===== config.mk =====
export PLATFORM = sky130hd
export DESIGN_NAME = firmware_block_tracker
export DESIGN_NICKNAME = d
export VERILOG_FILES = /design/src/fbt_pkg.sv /design/src/firmware_block_tracker.sv
export SDC_FILE = /design/constraint.sdc
export NUM_CORES = 2
export LEC_CHECK = 0
export ABC_AREA = 1
export BUFFER_PORTS_ARGS = -buffer_cell sky130_fd_sc_hd__buf_2
export CAP_MARGIN = 5
export CORE_ASPECT_RATIO = 1.5
export CORE_UTILIZATION = 65
export CTS_CLUSTER_SIZE = 10
export DETAILED_ROUTE_END_ITERATION = 16
export PLACE_DENSITY = 0.82
export SLEW_MARGIN = 20
export SYNTH_ARGS = -nofsm -noshare
export SYNTH_HDL_FRONTEND = slang
export SYNTH_SLANG_ARGS = --single-unit

===== constraint.sdc =====
create_clock -name clk -period 15.05 [get_ports clk]
set_input_delay 1.505 -clock clk [delete_from_list [all_inputs] [get_ports clk]]
set_output_delay 1.505 -clock clk [all_outputs]
set_load 0.1 [all_outputs]

===== src/fbt_pkg.sv =====
// Package for the firmware block tracker: sizes, codes and state types.
// Depends on nothing.
package fbt_pkg;
  localparam int MaxBlocks  = 1024;
  localparam int BlockBytes = 64;
  localparam int ReqMax     = 16;
  localparam int ReqLim     = (ReqMax < 16) ? ReqMax : 16;
  localparam int IdxW       = $clog2(MaxBlocks);
  localparam int CntW       = IdxW + 1;
  localparam int ShW        = $clog2(BlockBytes);
  localparam int ReqW       = $clog2(ReqLim + 1);
  localparam logic [20:0] MaxLen = 21'(MaxBlocks * BlockBytes);

  typedef enum logic [1:0] {
    PH_INVALID = 2'd0, PH_INIT = 2'd1, PH_RECEIVING = 2'd2, PH_READY = 2'd3
  } phase_t;

  typedef enum logic [1:0] {
    OP_START = 2'd0, OP_DATA = 2'd1, OP_CHECK = 2'd2, OP_UPDATE = 2'd3
  } op_t;

  typedef enum logic [2:0] {
    K_REJECT = 3'd0, K_ACCEPT = 3'd1, K_MISSING = 3'd2, K_READY = 3'd3,
    K_COPY = 3'd4, K_PROGRESS = 3'd5
  } kind_t;

  typedef enum logic [2:0] {
    S_CLEAR, S_IDLE, S_DIV, S_SCAN, S_EMIT, S_OUT
  } state_t;

  localparam logic [1:0] CFG_RUNNING   = 2'd0;
  localparam logic [1:0] CFG_DOWNGRADE = 2'd1;
endpackage


===== src/firmware_block_tracker.sv =====
// Firmware image reception tracker, top level.
// Depends on fbt_pkg.
//
// Use: input items (operation and its fields) arrive on a valid/ready channel;
// result items leave on a second valid/ready channel, one transfer each, with
// last set on the final result caused by an input. Configuration registers are
// to be written through a plain write port only while the block is idle; the
// block itself does not enforce this. After reset the block sweeps all MaxBlocks
// (1024) entries of its received-block bitmap to zero, one entry a cycle,
// before in_ready first rises; a session start with no stored length or an
// invalid phase, and a data block that starts or changes an image, repeat that
// sweep before their result. A rejection, ready notice, copy or length verdict
// is loaded into the result register at dispatch. A data block without a sweep
// passes dispatch, bitmap read and update before its result is valid. A session
// start with a stored length runs a shift-subtract divider for the percentage:
// dispatch, then the quotient bits one at a time, then a step that loads the
// result. A length check reads and then tests each bitmap entry up to the block
// total; every missing id but the final one is held until the next missing
// entry is found, and that entry is read again after the transfer. The bitmap
// memory (one read and one write a cycle) and the one divider set the pace. One
// item is worked on at a time; in_ready stays low until the last result of the
// item has been transferred and rises the cycle after. When the receiver stalls,
// the result register simply holds and nothing is lost.
module firmware_block_tracker import fbt_pkg::*; (
  input  logic        clk,
  input  logic        rst,
  input  logic        cfg_we,
  input  logic [1:0]  cfg_index,
  input  logic [15:0] cfg_data,
  input  logic        in_valid,
  output logic        in_ready,
  input  logic [1:0]  operation,
  input  logic [15:0] offered_version,
  input  logic [15:0] block_index,
  input  logic [19:0] image_length,
  input  logic        crc_match,
  output logic        out_valid,
  input  logic        out_ready,
  output logic [2:0]  kind,
  output logic        erase_flash,
  output logic        write_block,
  output logic [19:0] write_address,
  output logic [9:0]  missing_id,
  output logic [6:0]  progress_percent,
  output logic [15:0] notice_version,
  output logic        last
);
  logic [15:0] running_version;
  logic        allow_downgrade;
  phase_t      phase;
  logic [15:0] image_version;
  logic [19:0] stored_length;
  logic [CntW-1:0] received_count;
  logic        received_map [MaxBlocks];
  state_t      state, state_next;

  // Latched input item.
  logic [1:0]  op;
  logic [15:0] ver;
  logic [15:0] idx;
  logic [19:0] len;
  logic        crc;

  // Bitmap sweep / scan counter, total blocks, and result count.
  logic [CntW-1:0] ptr;
  logic [CntW-1:0] total;
  logic [ReqW-1:0] sent;
  logic            map_rd;
  logic            scan_pend;
  logic            after_clear;
  // A missing id is loaded in the result register but not yet offered.
  logic            held;

  // Divider: quotient of count*100 by total, restoring, one bit a cycle.
  logic [CntW+6:0] dividend;
  logic [CntW+6:0] rem;
  logic [4:0]      dstep;
  logic [CntW+7:0] div_trial;
  assign div_trial = {rem, dividend[CntW+6]} - {8'd0, total};

  logic [CntW-1:0] len_total;
  assign len_total = CntW'((len + 20'(BlockBytes - 1)) >> ShW);
  logic [CntW-1:0] st_total;
  assign st_total = CntW'((stored_length + 20'(BlockBytes - 1)) >> ShW);

  logic gate_fail;
  assign gate_fail = !allow_downgrade && (ver <= running_version);

  logic idx_bad, len_bad, start_clear, data_restart, ptr_end, req_full;
  assign idx_bad      = (idx >= 16'(MaxBlocks));
  assign len_bad      = (len == '0) || ({1'b0, len} > MaxLen);
  assign start_clear  = (stored_length == '0) || (phase == PH_INVALID);
  assign data_restart = (phase == PH_INVALID) || (phase == PH_INIT) || (ver != image_version);
  assign ptr_end      = (ptr + 1'b1 >= total);
  assign req_full     = (sent + 1'b1 == ReqW'(ReqLim));

  always_ff @(posedge clk) begin
    if (rst) begin
      running_version <= '0;
      allow_downgrade <= 1'b0;
    end else if (cfg_we) begin
      if (cfg_index == CFG_RUNNING) running_version <= cfg_data;
      else if (cfg_index == CFG_DOWNGRADE) allow_downgrade <= cfg_data[0];
    end
  end

  // Bitmap memory: one write and one read per cycle.
  logic            map_we, map_wd;
  logic [IdxW-1:0] map_wa, map_ra;
  always_ff @(posedge clk) begin
    if (map_we) received_map[map_wa] <= map_wd;
    map_rd <= received_map[map_ra];
  end

  assign in_ready = (state == S_IDLE);

  always_comb begin
    state_next = state;
    unique case (state)
      S_CLEAR: begin
        if (ptr == CntW'(MaxBlocks - 1)) begin
          if (scan_pend) state_next = S_DIV;
          else if (after_clear) state_next = S_OUT;
          else state_next = S_IDLE;
        end
      end
      S_IDLE:  if (in_valid) state_next = S_DIV;
      S_DIV: begin
        if (dstep == 5'd0) begin
          unique case (op_t'(op))
            OP_START: if (start_clear) state_next = S_CLEAR;
            OP_DATA: begin
              if (gate_fail || idx_bad) state_next = S_OUT;
              else if (data_restart) state_next = S_CLEAR;
            end
            OP_CHECK: begin
              if (!gate_fail && phase != PH_READY && !len_bad
                  && received_count < len_total) state_next = S_SCAN;
              else state_next = S_OUT;
            end
            default: state_next = S_OUT;
          endcase
        end else if (op == OP_DATA) begin
          state_next = S_EMIT;
        end else if (dstep == 5'(CntW + 8)) begin
          state_next = S_OUT;
        end
      end
      S_SCAN:  state_next = S_EMIT;
      S_EMIT: begin
        if (op == OP_DATA) state_next = S_OUT;
        else if (!map_rd) state_next = (held || ptr_end || req_full) ? S_OUT : S_SCAN;
        else state_next = ptr_end ? S_OUT : S_SCAN;
      end
      S_OUT:   if (out_ready) state_next = (!last) ? S_SCAN : S_IDLE;
      default: state_next = S_IDLE;
    endcase
  end

  // Memory addressing; S_DIV is the dispatch/divide state, S_SCAN reads, S_EMIT checks.
  always_comb begin
    map_we = 1'b0;
    map_wd = 1'b0;
    map_wa = ptr[IdxW-1:0];
    map_ra = ptr[IdxW-1:0];
    if (state == S_CLEAR) map_we = 1'b1;
    else if (state == S_DIV && op == OP_DATA && dstep == 5'd1) map_ra = idx[IdxW-1:0];
    else if (state == S_EMIT && op == OP_DATA) begin
      map_wa = idx[IdxW-1:0];
      map_we = (phase != PH_READY) && !map_rd;
      map_wd = 1'b1;
    end
  end

  always_ff @(posedge clk) begin
    if (rst) begin
      state <= S_CLEAR;
      ptr <= '0;
      after_clear <= 1'b0;
      phase <= PH_INVALID;
      image_version <= '0;
      stored_length <= '0;
      received_count <= '0;
      out_valid <= 1'b0;
      dstep <= '0;
      sent <= '0;
      scan_pend <= 1'b0;
      held <= 1'b0;
    end else begin
      state <= state_next;
      unique case (state)
        S_CLEAR: begin
          if (ptr == CntW'(MaxBlocks - 1)) begin
            ptr <= '0;
            after_clear <= 1'b0;
            scan_pend <= 1'b0;
            // After a clear for a data block, continue into the bitmap read.
            if (scan_pend) dstep <= 5'd1;
            else if (after_clear) out_valid <= 1'b1;
          end else begin
            ptr <= ptr + 1'b1;
          end
        end
        S_IDLE: begin
          if (in_valid) begin
            op <= operation; ver <= offered_version; idx <= block_index;
            len <= image_length; crc <= crc_match;
            dstep <= '0;
          end
        end
        S_DIV: begin
          // Dispatch on the first cycle (dstep 0); later cycles read the bitmap
          // for a data block or run the divider.
          dstep <= dstep + 1'b1;
          if (dstep == 5'd0) begin
            kind <= K_REJECT; erase_flash <= 1'b0; write_block <= 1'b0;
            write_address <= '0; missing_id <= '0; progress_percent <= '0;
            notice_version <= '0; last <= 1'b1;
            unique case (op_t'(op))
              OP_START: begin
                kind <= K_PROGRESS;
                if (start_clear) begin
                  erase_flash <= 1'b1;
                  phase <= PH_INIT; image_version <= '0; stored_length <= '0;
                  received_count <= '0; ptr <= '0; after_clear <= 1'b1;
                end else begin
                  dividend <= (CntW+7)'(received_count) * (CntW+7)'(100);
                  rem <= '0;
                  total <= st_total;
                end
              end
              OP_DATA: begin
                if (gate_fail || idx_bad) begin
                  out_valid <= 1'b1;
                end else begin
                  kind <= K_ACCEPT;
                  if (data_restart) begin
                    erase_flash <= (phase == PH_INVALID) || (ver != image_version);
                    phase <= PH_RECEIVING; image_version <= ver; stored_length <= '0;
                    received_count <= '0; ptr <= '0;
                    scan_pend <= 1'b1;
                  end
                end
              end
              OP_CHECK: begin
                if (gate_fail) begin
                  out_valid <= 1'b1;
                end else if (phase == PH_READY) begin
                  kind <= K_READY; notice_version <= image_version;
                  out_valid <= 1'b1;
                end else if (len_bad) begin
                  out_valid <= 1'b1;
                end else begin
                  stored_length <= len;
                  total <= len_total;
                  if (received_count < len_total) begin
                    ptr <= '0; sent <= '0; held <= 1'b0;
                  end else if (!crc) begin
                    phase <= PH_INVALID; out_valid <= 1'b1;
                  end else begin
                    phase <= PH_READY; kind <= K_READY;
                    notice_version <= image_version;
                    out_valid <= 1'b1;
                  end
                end
              end
              default: begin
                if (gate_fail || phase != PH_READY) begin
                  out_valid <= 1'b1;
                end else if (!crc) begin
                  phase <= PH_INVALID; out_valid <= 1'b1;
                end else begin
                  kind <= K_COPY; out_valid <= 1'b1;
                end
              end
            endcase
          end else if (op != OP_DATA) begin
            // Progress division: one quotient bit per cycle, then load the result.
            if (dstep == 5'(CntW + 8)) begin
              progress_percent <= (dividend > (CntW+7)'(100)) ? 7'd100 : 7'(dividend);
              out_valid <= 1'b1;
            end else if (!div_trial[CntW+7]) begin
              rem <= div_trial[CntW+6:0];
              dividend <= {dividend[CntW+5:0], 1'b1};
            end else begin
              rem <= {rem[CntW+5:0], dividend[CntW+6]};
              dividend <= {dividend[CntW+5:0], 1'b0};
            end
          end
        end
        S_SCAN: ; // Read of ptr issued; the bit is tested next cycle.
        S_EMIT: begin
          if (op == OP_DATA) begin
            if (phase != PH_READY && !map_rd) begin
              received_count <= received_count + 1'b1;
              write_block <= 1'b1;
              write_address <= 20'(idx[IdxW-1:0]) << ShW;
            end
            out_valid <= 1'b1;
          end else if (!map_rd) begin
            if (held) begin
              // Another id follows, so the held one goes out with last clear;
              // this entry is read again after the transfer.
              out_valid <= 1'b1;
              held <= 1'b0;
            end else begin
              kind <= K_MISSING; missing_id <= 10'(ptr); notice_version <= image_version;
              sent <= sent + 1'b1;
              if (ptr_end || req_full) begin
                last <= 1'b1;
                out_valid <= 1'b1;
              end else begin
                last <= 1'b0;
                held <= 1'b1;
                ptr <= ptr + 1'b1;
              end
            end
          end else if (ptr_end) begin
            // End of the scan: a held id is the final one; with none held the
            // count was short but nothing is missing, and the result is a rejection.
            last <= 1'b1;
            out_valid <= 1'b1;
            held <= 1'b0;
          end else begin
            ptr <= ptr + 1'b1;
          end
        end
        S_OUT: begin
          if (out_ready) out_valid <= 1'b0;
        end
        default: ;
      endcase
    end
  end
endmodule


==> impl_metrics.env <==
export IMPL_status="complete, no violations"
export IMPL_synth_top_cell_area_share_pct=57.4
export IMPL_syn_avg_cell_area_um2=9.21
export IMPL_cts_root_buf="clkbuf_16"
export IMPL_cp_endpoint="received_map[530]$_DFFE_PP_"
export IMPL_rsz0062_at_grt="no"
export IMPL_hold_class="reg -> reg"
export IMPL_worst_slack_ns=9.35
export IMPL_rows=137
export IMPL_antenna_found_initial=6
export IMPL_crit_required_ns=15.50
export IMPL_maxCapViolations=0
export IMPL_yosysSeqAreaShare_pct=60.5
export IMPL_slew_headroom_pct=11.5
export IMPL_die_area_um2=95800
export IMPL_die_y_um=379
export IMPL_clk_pin_slew_worst_paths_ns=0.06
export IMPL_cts_sinks=1270
export IMPL_grtUsageTotal_pct=35.1
export IMPL_gr_total_overflow=0
export IMPL_tns_ns=0
export IMPL_synth_seq_cells=1270
export IMPL_h_tree_depth=4
export IMPL_cts_buffer_depth=3
export IMPL_vias_per_cell=6.11
export IMPL_postLayoutCellArea_um2=66500
export IMPL_syn_area_um2=61500
export IMPL_synthTopCellsByArea="edfxtp_1 (57%), nand2_1 (8.4%), nor2_1 (7.7%)"
export IMPL_instances_no_fill=7859
export IMPL_reg2reg_to="received_map[530]$_DFFE_PP_"
export IMPL_grt_first_pass_wirelength_um=253000
export IMPL_grt_max_degree=274
export IMPL_r2r_cells=10
export IMPL_r2r_setup_slack_ns=9.35
export IMPL_pre_cts_ws_ns=9.63
export IMPL_cp_end_kind="flip-flop"
export IMPL_cts_tree="built"
export IMPL_synth_area_leader_cell="edfxtp_1"
export IMPL_fp_coreArea_um2=93200
export IMPL_p_leak_nw=25.3
export IMPL_cp_arrival_ns=6.15
export IMPL_yosysWarningCount=0
export IMPL_wl_per_cell_um=21.3
export IMPL_setup_viol=0
export IMPL_synth_edf_count=1175
export IMPL_dp_cells=7653
export IMPL_yosysMostFrequentCell="nand2_1"
export IMPL_drt_iter0_markers=6226
export IMPL_cts_buffers=145
export IMPL_final_core_util_pct=71.3
export IMPL_dp_final_hpwl_um=91600
export IMPL_fillers=6598
export IMPL_synthArstFlopShare_pct=0
export IMPL_io_buffers=128
export IMPL_synthTopCellsByCount="nand2_1 (1378), nor2_1 (1254), edfxtp_1 (1175)"
export IMPL_critPathLaunch="state[2]$_SDFFE_PP0P_"
export IMPL_num_vias=48000
export IMPL_ant_nets=0
export IMPL_crit_type="reg -> reg"
export IMPL_start_kind="flip-flop"
export IMPL_drive_gt1_share_pct=7.10
export IMPL_start_util_pct=65.9
export IMPL_fin_nets=6726
export IMPL_post_cts_buffers=0
export IMPL_ir_drop_v=0.000119
export IMPL_synth_top_flop_cell="edfxtp_1"
export IMPL_slew_violations=0
export IMPL_clock_latency_ns=0.77
export IMPL_period_share_pct=37.9
export IMPL_ios=139
export IMPL_post_dp_cell_area_um2=62300
export IMPL_first_global_vias=46800
export IMPL_die_w_um=253
export IMPL_power_density_nw_per_um2=112
export IMPL_cts_repair_resized=0
export IMPL_max_freq_mhz=175
export IMPL_area_growth_pct=8.18
export IMPL_finalHoldViolCount=0
export IMPL_synth_cells=6669
export IMPL_yosysUniqueCellTypes=56
export IMPL_fin_crit_ns=5.70
export IMPL_wirelength_um=167000
export IMPL_drcViolationCount=0
export IMPL_finClkSkew_ns=0.0267
export IMPL_place_congestion=0.931
export IMPL_crit_fanout=107
export IMPL_first_pass_iters=9
export IMPL_cts_hold_buf=0
export IMPL_hold_depth=2
export IMPL_r2r_start="state[2]$_SDFFE_PP0P_"
export IMPL_worstMarginPinSlew_ns=1.33
-- worst max-delay path: stages (launching register included) --
cell     delay [ns]
dfxtp_1        0.44
nand2_1        0.14
nor2_4         0.09
buf_4          0.26
inv_4          0.20
nor2_8         0.61
buf_4          0.85
nand3_1        0.25
nand2_2        0.85
nand3_2        1.11
nor2_1         0.44
-- where the power goes --
part	total (mW)	internal, mW	switching, mW
Sequential	3.81	3.81	0.00390
Clock	3.15	1.80	1.35
Combinational	0.484	0.133	0.351
-- kinds of logic after synthesis --
| family | synth area share (%) |
|---|---|
| simple gates | 24.2 |
| flops | 60.5 |
| buf+inv | 7.95 |
| compound gates | 4.74 |
| fa+ha+maj | 2.08 |
| xor+xnor | 0.485 |
| other cells | 0.00610 |
-- sequential cells by signal (all words and copies together), names as in the netlist, 7 cells and up --
signal,cells
ptr,11
dividend,18
received_count,11
idx,16
progress_percent,7
rem,18
image_version,16
len,20
received_map,1024
total,11
missing_id,10
ver,16
running_version,16
write_address,10
notice_version,16
stored_length,20
-- placed cells by master, fill, tap and decap left out, types with 112 or more instances in the layout --
cell,count
nand2_1,1336
nor2_1,1251
edfxtp_1,1175
nand3_1,791
inv_1,729
o211ai_1,161
clkbuf_16,150
buf_2,128
a21oi_1,125
o21ai_0,112
-- cell type report --
type                    instances  area (um^2)  share of cell area, %
diodes                          2         5.00                0.00753
inverters                     744         2800                   4.21
multi-input cells            4197        19700                   29.6
clock inverters                11          143                  0.215
well taps                    1251         1570                   2.35
clock buffers                 192         3910                   5.88
flip-flops and latches       1270        37200                   55.9
repair buffers                192         1210                   1.82
-- routing by layer --
metal / track usage (%) / vias up / routed length [um]
li1: - / 21600 / -
met1: 39.4 / 22600 / 54700
met2: 58.5 / 2950 / 81300
met3: 7.05 / 768 / 17300
met4: 27.4 / 6 / 13700
met5: 0 / - / 45
-- worst min-delay path by stage --
stage                                    to                          from
3_3_place_gp           sent[4]$_SDFFE_PP0P_          sent[4]$_SDFFE_PP0P_
2_1_floorplan  allow_downgrade$_SDFFE_PP0P_  allow_downgrade$_SDFFE_PP0P_
5_1_grt                sent[4]$_SDFFE_PP0P_          sent[4]$_SDFFE_PP0P_
3_5_place_dp           sent[4]$_SDFFE_PP0P_          sent[4]$_SDFFE_PP0P_
6_report               sent[4]$_SDFFE_PP0P_          sent[4]$_SDFFE_PP0P_
4_1_cts                sent[4]$_SDFFE_PP0P_          sent[4]$_SDFFE_PP0P_
-- per-stage QoR --
step	total power, mW	hold WS [ns]
after global routing	7.61	0.480
after floorplan	4.21	0.430
after detailed placement	4.35	0.455
final	7.44	0.462
after global placement	4.34	0.446
after CTS	7.43	0.464
Power figures use the tool's default switching activity.
